### config.mk
export PLATFORM = sky130hd
export DESIGN_NAME = oppw_ctrl
export DESIGN_NICKNAME = d
export VERILOG_FILES = /design/src/hdl/oled_pixel_plot_writer_top_defines.svh /design/src/hdl/oppw_pkg.sv /design/src/hdl/oppw_ctrl.sv
export SDC_FILE = /design/constraint.sdc
export NUM_CORES = 1
export LEC_CHECK = 0
export BUFFER_PORTS_ARGS = -buffer_cell sky130_fd_sc_hd__buf_2
export CORE_MARGIN = 2
export CORE_UTILIZATION = 45
export DETAILED_ROUTE_END_ITERATION = 7
export HOLD_SLACK_MARGIN = 0.06
export PLACE_DENSITY = 0.69
export SYNTH_ARGS = -nofsm -noshare
export SYNTH_HDL_FRONTEND = slang
export SYNTH_SLANG_ARGS = --single-unit
export TNS_END_PERCENT = 5
### constraint.sdc
create_clock -name aclk -period 2.7 [get_ports aclk]
set_input_delay 0.405 -clock aclk [delete_from_list [all_inputs] [get_ports aclk]]
set_output_delay 0.405 -clock aclk [all_outputs]
set_load 0.02 [all_outputs]
### src/hdl/oled_pixel_plot_writer_top_defines.svh
// Assertion macros for the pixel plot writer.
// Included by the top level; no other dependencies.
`ifndef OLED_PIXEL_PLOT_WRITER_TOP_DEFINES_SVH
`define OLED_PIXEL_PLOT_WRITER_TOP_DEFINES_SVH

`ifndef SYNTHESIS
`define OPPW_ASSERT_ALWAYS(name, expr, msg) \
    name: assert property (@(posedge aclk) disable iff (!aresetn) (expr)) else $error(msg);
`define OPPW_ASSERT_IMPL(name, pre, post, msg) \
    name: assert property (@(posedge aclk) disable iff (!aresetn) (pre) |-> (post)) \
        else $error(msg);
`define OPPW_ASSERT_NEXT(name, pre, post, msg) \
    name: assert property (@(posedge aclk) disable iff (!aresetn) (pre) |=> (post)) \
        else $error(msg);
`else
`define OPPW_ASSERT_ALWAYS(name, expr, msg)
`define OPPW_ASSERT_IMPL(name, pre, post, msg)
`define OPPW_ASSERT_NEXT(name, pre, post, msg)
`endif

`endif

### src/hdl/oppw_pkg.sv
// Shared types, codes and helpers for the pixel plot writer.
// No dependencies.
package oppw_pkg;

    localparam int PAGE_W = 4;

    localparam logic [1:0] KIND_SET   = 2'd0;
    localparam logic [1:0] KIND_CLEAR = 2'd1;
    localparam logic [1:0] KIND_FLIP  = 2'd2;
    localparam logic [1:0] KIND_KEEP  = 2'd3;

    localparam logic [7:0] CMD_COL_ADDR  = 8'h21;
    localparam logic [7:0] CMD_PAGE_ADDR = 8'h22;

    localparam logic [2:0] BEAT_COL_CMD   = 3'd0;
    localparam logic [2:0] BEAT_COL_START = 3'd1;
    localparam logic [2:0] BEAT_COL_END   = 3'd2;
    localparam logic [2:0] BEAT_PAGE_CMD  = 3'd3;
    localparam logic [2:0] BEAT_PAGE_START = 3'd4;
    localparam logic [2:0] BEAT_PAGE_END  = 3'd5;
    localparam logic [2:0] BEAT_DATA      = 3'd6;

    typedef enum logic [2:0] {
        ST_CLEAR = 3'b001,
        ST_IDLE  = 3'b010,
        ST_BEATS = 3'b100
    } state_t;

    typedef struct packed {
        logic rd_en;
        logic wr_en;
    } mem_ctl_t;

    // Bus pins are wired in reverse bit order.
    function automatic logic [7:0] rev8(input logic [7:0] v);
        logic [7:0] r;
        for (int i = 0; i < 8; i++) begin
            r[i] = v[7 - i];
        end
        return r;
    endfunction

endpackage

### src/hdl/oppw_ctrl.sv
// Sequencer: clearing sweep, read-modify-write of the pixel byte, bus beat emission.
// Uses oppw_pkg; drives the oppw_store ports.
module oppw_ctrl #(
    parameter int COLUMNS = 128,
    parameter int PAGES   = 8,
    parameter int DEPTH   = 1024,
    parameter int ADDR_W  = 10
) (
    input  logic               aclk,
    input  logic               aresetn,
    input  logic               s_valid,
    output logic               s_ready,
    input  logic [7:0]         s_pix_x,
    input  logic [6:0]         s_pix_y,
    input  logic [1:0]         s_kind,
    output logic               m_valid,
    input  logic               m_ready,
    output logic [7:0]         m_bus_byte,
    output logic               m_is_data,
    output logic               m_write_valid,
    output logic               m_status,
    output logic               m_last,
    output oppw_pkg::mem_ctl_t mem_ctl,
    output logic [ADDR_W-1:0]  mem_rd_addr,
    output logic [ADDR_W-1:0]  mem_wr_addr,
    output logic [7:0]         mem_wr_data,
    input  logic [7:0]         mem_rd_data
);

    localparam logic [7:0] COL_END_BYTE  = 8'(COLUMNS - 1);
    localparam logic [7:0] PAGE_END_BYTE = 8'(PAGES - 1);

    oppw_pkg::state_t state_reg, state_next;
    logic [ADDR_W-1:0] clr_addr_reg, clr_addr_next;
    logic [2:0]        beat_reg, beat_next;
    logic              mod_pend_reg, mod_pend_next;
    logic              m_valid_reg, m_valid_next;

    logic [7:0]                  x_reg;
    logic [oppw_pkg::PAGE_W-1:0] page_reg;
    logic [2:0]                  bit_reg;
    logic [1:0]                  kind_reg;
    logic [ADDR_W-1:0]           wr_addr_reg;
    logic [7:0]                  byte_reg;
    logic [7:0]                  bus_reg, bus_next;
    logic                        is_data_reg, is_data_next;
    logic                        wv_reg, wv_next;
    logic                        status_reg, status_next;
    logic                        last_reg, last_next;

    logic                        accept;
    logic                        out_free;
    logic                        in_range;
    logic [oppw_pkg::PAGE_W-1:0] s_page;
    logic [ADDR_W-1:0]           s_idx;
    logic [7:0]                  bit_mask;
    logic [7:0]                  mod_byte;
    logic [7:0]                  beat_byte;

    assign out_free = !m_valid_reg || m_ready;
    assign s_ready  = (state_reg == oppw_pkg::ST_IDLE) && out_free;
    assign accept   = s_valid && s_ready;

    assign in_range = ({1'b0, s_pix_x} < 9'(COLUMNS)) && ({1'b0, s_pix_y} < 8'(PAGES * 8));
    assign s_page   = s_pix_y[6:3];
    assign s_idx    = ADDR_W'(int'(s_page) * COLUMNS + int'(s_pix_x));

    // Modify the byte returned by the read issued on the accept beat.
    assign bit_mask = 8'b1 << bit_reg;
    always_comb begin
        case (kind_reg)
            oppw_pkg::KIND_SET:   mod_byte = mem_rd_data | bit_mask;
            oppw_pkg::KIND_CLEAR: mod_byte = mem_rd_data & ~bit_mask;
            oppw_pkg::KIND_FLIP:  mod_byte = mem_rd_data ^ bit_mask;
            default:              mod_byte = mem_rd_data;
        endcase
    end

    assign mem_ctl.rd_en = accept && in_range;
    assign mem_ctl.wr_en = (state_reg == oppw_pkg::ST_CLEAR) || mod_pend_reg;
    assign mem_rd_addr   = s_idx;
    assign mem_wr_addr   = (state_reg == oppw_pkg::ST_CLEAR) ? clr_addr_reg : wr_addr_reg;
    assign mem_wr_data   = (state_reg == oppw_pkg::ST_CLEAR) ? 8'h00 : mod_byte;

    always_comb begin
        case (beat_reg)
            oppw_pkg::BEAT_COL_CMD:    beat_byte = oppw_pkg::CMD_COL_ADDR;
            oppw_pkg::BEAT_COL_START:  beat_byte = x_reg;
            oppw_pkg::BEAT_COL_END:    beat_byte = COL_END_BYTE;
            oppw_pkg::BEAT_PAGE_CMD:   beat_byte = oppw_pkg::CMD_PAGE_ADDR;
            oppw_pkg::BEAT_PAGE_START: beat_byte = 8'(page_reg);
            oppw_pkg::BEAT_PAGE_END:   beat_byte = PAGE_END_BYTE;
            oppw_pkg::BEAT_DATA:       beat_byte = byte_reg;
            default:                   beat_byte = 8'h00;
        endcase
    end

    always_comb begin
        state_next    = state_reg;
        clr_addr_next = clr_addr_reg;
        beat_next     = beat_reg;
        mod_pend_next = accept && in_range;
        m_valid_next  = m_valid_reg && !m_ready;
        bus_next      = bus_reg;
        is_data_next  = is_data_reg;
        wv_next       = wv_reg;
        status_next   = status_reg;
        last_next     = last_reg;

        case (state_reg)
            oppw_pkg::ST_CLEAR: begin
                clr_addr_next = clr_addr_reg + 1'b1;
                if (clr_addr_reg == ADDR_W'(DEPTH - 1)) begin
                    state_next = oppw_pkg::ST_IDLE;
                end
            end
            oppw_pkg::ST_IDLE: begin
                if (accept) begin
                    m_valid_next = 1'b1;
                    if (in_range) begin
                        bus_next    = oppw_pkg::rev8(oppw_pkg::CMD_COL_ADDR);
                        wv_next     = 1'b1;
                        status_next = 1'b0;
                        beat_next   = oppw_pkg::BEAT_COL_START;
                        state_next  = oppw_pkg::ST_BEATS;
                    end else begin
                        bus_next    = 8'h00;
                        wv_next     = 1'b0;
                        status_next = 1'b1;
                    end
                    is_data_next = 1'b0;
                    last_next    = !in_range;
                end
            end
            oppw_pkg::ST_BEATS: begin
                if (out_free) begin
                    m_valid_next = 1'b1;
                    bus_next     = oppw_pkg::rev8(beat_byte);
                    wv_next      = 1'b1;
                    status_next  = 1'b0;
                    is_data_next = (beat_reg == oppw_pkg::BEAT_DATA);
                    last_next    = (beat_reg == oppw_pkg::BEAT_DATA);
                    beat_next    = beat_reg + 1'b1;
                    if (beat_reg == oppw_pkg::BEAT_DATA) begin
                        state_next = oppw_pkg::ST_IDLE;
                    end
                end
            end
            default: begin
                state_next = oppw_pkg::ST_CLEAR;
            end
        endcase
    end

    always_ff @(posedge aclk) begin
        if (!aresetn) begin
            state_reg    <= oppw_pkg::ST_CLEAR;
            clr_addr_reg <= '0;
            beat_reg     <= oppw_pkg::BEAT_COL_CMD;
            mod_pend_reg <= 1'b0;
            m_valid_reg  <= 1'b0;
        end else begin
            state_reg    <= state_next;
            clr_addr_reg <= clr_addr_next;
            beat_reg     <= beat_next;
            mod_pend_reg <= mod_pend_next;
            m_valid_reg  <= m_valid_next;
        end
    end

    always_ff @(posedge aclk) begin
        if (accept) begin
            x_reg       <= s_pix_x;
            page_reg    <= s_page;
            bit_reg     <= s_pix_y[2:0];
            kind_reg    <= s_kind;
            wr_addr_reg <= s_idx;
        end
        if (mod_pend_reg) begin
            byte_reg <= mod_byte;
        end
        bus_reg     <= bus_next;
        is_data_reg <= is_data_next;
        wv_reg      <= wv_next;
        status_reg  <= status_next;
        last_reg    <= last_next;
    end

    assign m_valid       = m_valid_reg;
    assign m_bus_byte    = bus_reg;
    assign m_is_data     = is_data_reg;
    assign m_write_valid = wv_reg;
    assign m_status      = status_reg;
    assign m_last        = last_reg;

endmodule

==> impl_metrics.ini, run 1 <==
[outcome]
outcome = completed

[global_route]
grt_pass1_wl_mm = 10.34
grt_max_degree = 30
grt_usage_pct = 17.96
antenna_found_initial = 0
grt_overflow = 0
grt_pass1_vias = 2242

[routing]
drtPass1Iterations = 4
post_drt_wl_per_cell_um = 14.43
drt-initial-drc-count = 129
routed_wl_mm = 6.448
vias = 2313
ant_nets = 0
drc_errors = 0
vias_per_cell = 5.174

[sta]
worst_pin_slew_ns = 0.5683
timing.max_slew.rel_slack_pct = 62.11
slew_viol_final = 0
layout_min_cycle_time_ns = 2.648
tns_ns = 0
setup_viol = 0
whs_ns = 0.2390
timing.final.crit_share_pct = 98.08
max_freq_mhz = 377.6
rsz0062_at_grt = yes
finClkSkew_ns = 0.009300
hold_violations = 0

[logic_synthesis]
synth-edff-count = 40
ys_seq_elements = 58
synth_cell_types = 39
synth_area_um2 = 3113
async_reset_ff_share_pct = 0
synth_flop_cell = edfxtp_1
yosysWarnings = 0
ys_seq_area_share_pct = 50.16
synth_fp_nets = 342
syn_inst = 289
syn_area_per_cell_um2 = 10.77

[critical_path]
r2r_setup_slack_ns = 0.77
reg2reg_depth = 5
end_kind = output port
r2r-start = beat_reg[2]$_SDFFE_PN0P_
crit_start = bit_reg[1]$_DFFE_PP_
crit_type = reg -> out
worstPathArrival_ns = 2.24
crit_fanout = 4
start_kind = flop
reg2reg_to = m_bus_byte[7]$_DFFE_PP_
required_ns = 2.30

[clock_tree]
max-clock-path-buffers = 2
clock_latency_ns = 0.34
numClockSinks = 58
ctsHtreeMaxLevel = 3
path_clk_slew_ns = 0.06
holdBufCountCts = 0
root_buffer = clkbuf_8
numCtsBuffers = 9
cts_tree = built

[pwr]
p_leak_nw = 1.541
vdd_drop_max_mv = 0.3166
finalPower_mw = 1.823
powerDensity_nw_per_um2 = 488.3

[worst_hold_path]
hold_start = s_kind[0]
whs_endpoint = kind_reg[0]$_DFFE_PP_
worstHoldPathType = in -> reg
whs_path_depth = 1

[floorplan]
rows = 30
start_util_pct = 46.07
die_x_um = 87.17
core_region_area_um2 = 6756
die_h_um = 87.17
dieArea_um2 = 7599
ios = 73

[placement]
io_buffers = 72
dpl.hpwl_mm = 4.759
dpl_cell_area_um2 = 3501
finalWeightedCongestion = 0.7858

[finish]
antennaDiodeCount = 0
final_nets = 415
nFillCells = 597
layout-drive-gt1-share_pct = 29.70
final_area_um2 = 3734
largest_reg_flops = 10
area_delta_synth_final_pct = 19.94

[flow_run]
drv_cap = 0
where the power goes:
part | internal (mW) | total [mW] | leakage (nW) | switching [mW]
registers | 0.951 | 0.956 | 0.490 | 0.00525
logic | 0.0479 | 0.109 | 0.953 | 0.0608
clock network | 0.419 | 0.758 | 0.0974 | 0.339
cells in the final DEF, fill, tap and decap left out, types with 9 or more instances in the layout:
| cell type | instances |
|---|---|
| edfxtp_1 | 40 |
| dfxtp_1 | 18 |
| buf_4 | 9 |
| and2_1 | 10 |
| nor2_1 | 21 |
| inv_1 | 25 |
| clkbuf_8 | 9 |
| a21oi_1 | 13 |
| nand2_1 | 38 |
| buf_2 | 72 |
| ha_1 | 23 |
synthesized netlist by cell type, types with 2 or more instances:
| cell | n | area [um2] |
|---|---|---|
| a211oi_1 | 2 | 15.01 |
| a21oi_1 | 13 | 65.06 |
| a31oi_1 | 5 | 31.28 |
| and2_1 | 10 | 62.56 |
| buf_4 | 8 | 60.06 |
| clkbuf_1 | 9 | 33.78 |
| dfxtp_1 | 18 | 360.4 |
| edfxtp_1 | 40 | 1201 |
| ha_1 | 24 | 300.3 |
| inv_1 | 25 | 93.84 |
| mux4_2 | 8 | 180.2 |
| nand2_1 | 38 | 142.6 |
| nand2b_1 | 3 | 18.77 |
| nand3_1 | 8 | 40.04 |
| nand3b_1 | 3 | 22.52 |
| nand4_1 | 5 | 31.28 |
| nor2_1 | 21 | 78.83 |
| nor3_1 | 5 | 25.02 |
| nor3b_1 | 2 | 15.01 |
| o21a_1 | 2 | 15.01 |
| o21ai_0 | 8 | 40.04 |
| o32ai_1 | 3 | 26.28 |
| or3_1 | 2 | 12.51 |
| or3b_2 | 3 | 26.28 |
| xnor2_1 | 8 | 70.07 |
| xor2_1 | 3 | 26.28 |
logic make-up (layout without fill, tap and decap cells):
kind of cell,Yosys count,after routing,share of synthesized area [%]
buffers and inverters,44,122,6.551
multiplexers,8,8,5.788
AND/OR/NAND/NOR,106,106,17.24
flip-flops,58,58,50.16
AO/OA/AOI/OAI,38,38,7.516
XOR/XNOR,11,11,3.095
adder cells (fa/ha/maj),24,24,9.646
cell type report:
type | instances | area, um2 | area share (%)
Clock buffer | 10 | 127.6 | 3.418
Clock inverter | 6 | 57.56 | 1.542
Inverter | 25 | 93.84 | 2.513
Multi-Input combinational cell | 187 | 1365 | 36.56
Sequential cell | 58 | 1562 | 41.82
Tap cell | 80 | 100.1 | 2.681
Timing Repair Buffer | 81 | 427.9 | 11.46
metrics by stage:
stage	std cells	worst slack, ns	utilization, %
2_1_floorplan	289	0.4210	-
3_3_place_gp	427	0.2940	51.81
3_5_place_dp	427	0.2586	51.81
4_1_cts	447	0.03625	55.07
5_1_grt	447	-0.03096	55.26
6_report	447	0.05173	55.26
layer usage:
metal,share of wire (%),track usage [%]
met1,48,23.90
met2,46,28.31
met3,4.8,3.886
met4,1.8,7.832
met5,0,0
repair_timing:
| action | 4_1_cts | 5_1_grt |
|---|---|---|
| gates cloned | 0 | 0 |
| gates resized for setup | 2 | 1 |
| setup buffers | 4 | 0 |
| setup endpoints to repair | 3 | 3 |
| pin swaps | 0 | 1 |
worst max-delay path, cell delays in order (launching register included):
cell      delay, ns
edfxtp_1       0.44
or3_1          0.42
ha_1           0.29
mux4_2         0.47
and2_1         0.15
buf_2          0.15
how the worst max path moves through the flow:
stage | endpoint | slack (ns) | cells after the start
2_1_floorplan | mem_wr_data[4] | 0.42 | 4
3_3_place_gp | mem_wr_data[4] | 0.29 | 5
3_5_place_dp | mem_wr_data[4] | 0.26 | 5
4_1_cts | mem_wr_data[4] | 0.04 | 5
5_1_grt | mem_wr_data[0] | -0.03 | 5
6_report | mem_wr_data[0] | 0.05 | 5
Note: power is estimated with default switching activity, not from simulation.
==> run 2: changes to the inputs <==
--- a/config.mk
+++ b/config.mk
@@ -9,6 +9,8 @@
 export CORE_MARGIN = 2
 export CORE_UTILIZATION = 45
 export DETAILED_ROUTE_END_ITERATION = 7
+export GPL_ROUTABILITY_DRIVEN = 0
+export GPL_TIMING_DRIVEN = 0
 export HOLD_SLACK_MARGIN = 0.06
 export PLACE_DENSITY = 0.69
 export SYNTH_ARGS = -nofsm -noshare
==> run 2 against run 1 <==
Clock power is 0.8% higher; die area stayed put; sequential share of layout area is 1.5 points lower; critical endpoint unchanged; design area is 3.7% higher; core utilization is 2.0 points higher; setup slack worse by 0.045 ns; largest power group unchanged; clock-buffer cell count is 5 higher; critical path depth stayed put.
==> impl_metrics.ini, run 2 (same netlist as run 1, synthesis figures left out) <==
[clock_tree]
cts_tree = built
ctsHtreeMaxLevel = 3
numClockSinks = 58
clock_latency_ns = 0.35
holdBufCountCts = 0
numCtsBuffers = 9
max-clock-path-buffers = 2
path_clk_slew_ns = 0.06
root_buffer = clkbuf_8

[sta]
timing.max_slew.rel_slack_pct = 35.38
finClkSkew_ns = 0.01244
whs_ns = 0.2364
tns_ns = 0
layout_min_cycle_time_ns = 2.693
setup_viol = 0
hold_violations = 0
worst_pin_slew_ns = 0.9568
rsz0062_at_grt = yes
slew_viol_final = 0
timing.final.crit_share_pct = 99.74
max_freq_mhz = 371.3

[critical_path]
crit_fanout = 5
cp-endpoint = mem_wr_data[0]
r2r_setup_slack_ns = 0.40
crit_type = reg -> out
crit_start = bit_reg[2]$_DFFE_PP_
r2r-start = beat_reg[0]$_SDFFE_PN0P_
reg2reg_depth = 5
worstPathArrival_ns = 2.29
end_kind = output port
reg2reg_to = m_bus_byte[7]$_DFFE_PP_
start_kind = flop
required_ns = 2.30

[floorplan]
die_x_um = 87.17
rows = 30
ios = 73
start_util_pct = 46.07
dieArea_um2 = 7599
die_h_um = 87.17
core_region_area_um2 = 6756

[routing]
post_drt_wl_per_cell_um = 14.50
vias = 2397
drc_errors = 0
ant_nets = 0
vias_per_cell = 5.155
routed_wl_mm = 6.741
drtPass1Iterations = 4
drt-initial-drc-count = 77

[global_route]
antenna_found_initial = 0
grt_pass1_wl_mm = 10.60
grt_pass1_vias = 2275
grt_max_degree = 21
grt_overflow = 0
grt_usage_pct = 18.65

[finish]
layout-drive-gt1-share_pct = 31.43
largest_reg_flops = 10
final_cell_mix = 71 x buf_2, 40 x edfxtp_1, 38 x nand2_1
area_delta_synth_final_pct = 24.36
final_nets = 433
layout_commonest_cell = buf_2
antennaDiodeCount = 0
nFillCells = 609

[worst_hold_path]
worstHoldPathType = in -> reg

[placement]
dpl.hpwl_mm = 4.969
io_buffers = 72

[outcome]
outcome = completed

[flow_run]
drv_cap = 0

[pwr]
powerDensity_nw_per_um2 = 476.2
p_leak_nw = 1.599
vdd_drop_max_mv = 0.3473
==> run 2: final cells by class <==
class / instances / area, um2 / area share (%)
inverter: 25 / 93.84 / 2.424
tap: 80 / 100.1 / 2.586
buffer: 19 / 110.1 / 2.844
clock inverter: 1 / 5.005 / 0.1293
timing repair buffer: 80 / 425.4 / 10.99
sequential: 58 / 1562 / 40.34
multi-input combinational: 187 / 1388 / 35.84
clock buffer: 15 / 187.7 / 4.848
==> run 2: report_power, final <==
| part | total (mW) | switching, mW | leakage (nW) | internal (mW) |
|---|---|---|---|---|
| Combinational | 0.123 | 0.0654 | 1.01 | 0.0581 |
| Clock | 0.764 | 0.325 | 0.0989 | 0.439 |
| Sequential | 0.957 | 0.00553 | 0.490 | 0.951 |
| Total | 1.84 | 0.396 | 1.60 | 1.45 |
==> run 2: worst max-delay path, cell delays in order (launching register included) <==
cell and delay (ns):
edfxtp_1 0.45, or3_4 0.42, ha_1 0.29, mux4_2 0.46
and2_1 0.17, buf_2 0.16
==> run 2: stage by stage <==
| step | total power [mW] | instance area [um2] | setup WS, ns | util [%] | instances |
|---|---|---|---|---|---|
| 3_3_place_gp | 1.089 | 3573 | 0.2480 | 52.89 | 441 |
| 5_1_grt | 1.913 | 3871 | -0.03652 | 57.30 | 465 |
| 3_5_place_dp | 1.093 | 3573 | 0.2155 | 52.89 | 441 |
| 2_1_floorplan | 1.042 | 3113 | 0.4210 | - | 289 |
| 6_report | 1.844 | 3871 | 0.006969 | 57.30 | 465 |
| 4_1_cts | 1.855 | 3809 | -0.01673 | 56.37 | 462 |
==> run 2: how the worst min path moves through the flow <==
stage                            startpoint                            to  slack (ns)  cells after the start
3_5_place_dp   clr_addr_reg[1]$_SDFFE_PN0P_  clr_addr_reg[1]$_SDFFE_PN0P_        0.50                      2
5_1_grt                          s_pix_y[1]          bit_reg[1]$_DFFE_PP_        0.23                      1
6_report                         s_pix_y[0]          bit_reg[0]$_DFFE_PP_        0.24                      1
2_1_floorplan  clr_addr_reg[1]$_SDFFE_PN0P_  clr_addr_reg[1]$_SDFFE_PN0P_        0.48                      2
3_3_place_gp   clr_addr_reg[9]$_SDFFE_PN0P_  clr_addr_reg[9]$_SDFFE_PN0P_        0.50                      2
4_1_cts                          s_pix_y[1]          bit_reg[1]$_DFFE_PP_        0.22                      1
==> run 2: what timing repair did <==
item / 4_1_cts / 5_1_grt
pin swaps: 0 / 3
setup endpoints to repair: 3 / 5
resized for setup: 2 / 7
setup buffers: 5 / 3
==> run 2: per-layer routing <==
| metal | up-vias | GRT usage, % | wire length, um |
|---|---|---|---|
| met1 | 1122 | 24.43 | 2974 |
| li1 | 1191 | - | - |
| met5 | - | 0 | 0 |
| met4 | 0 | 9.510 | 117 |
| met3 | 9 | 3.981 | 367 |
| met2 | 75 | 29.22 | 3281 |
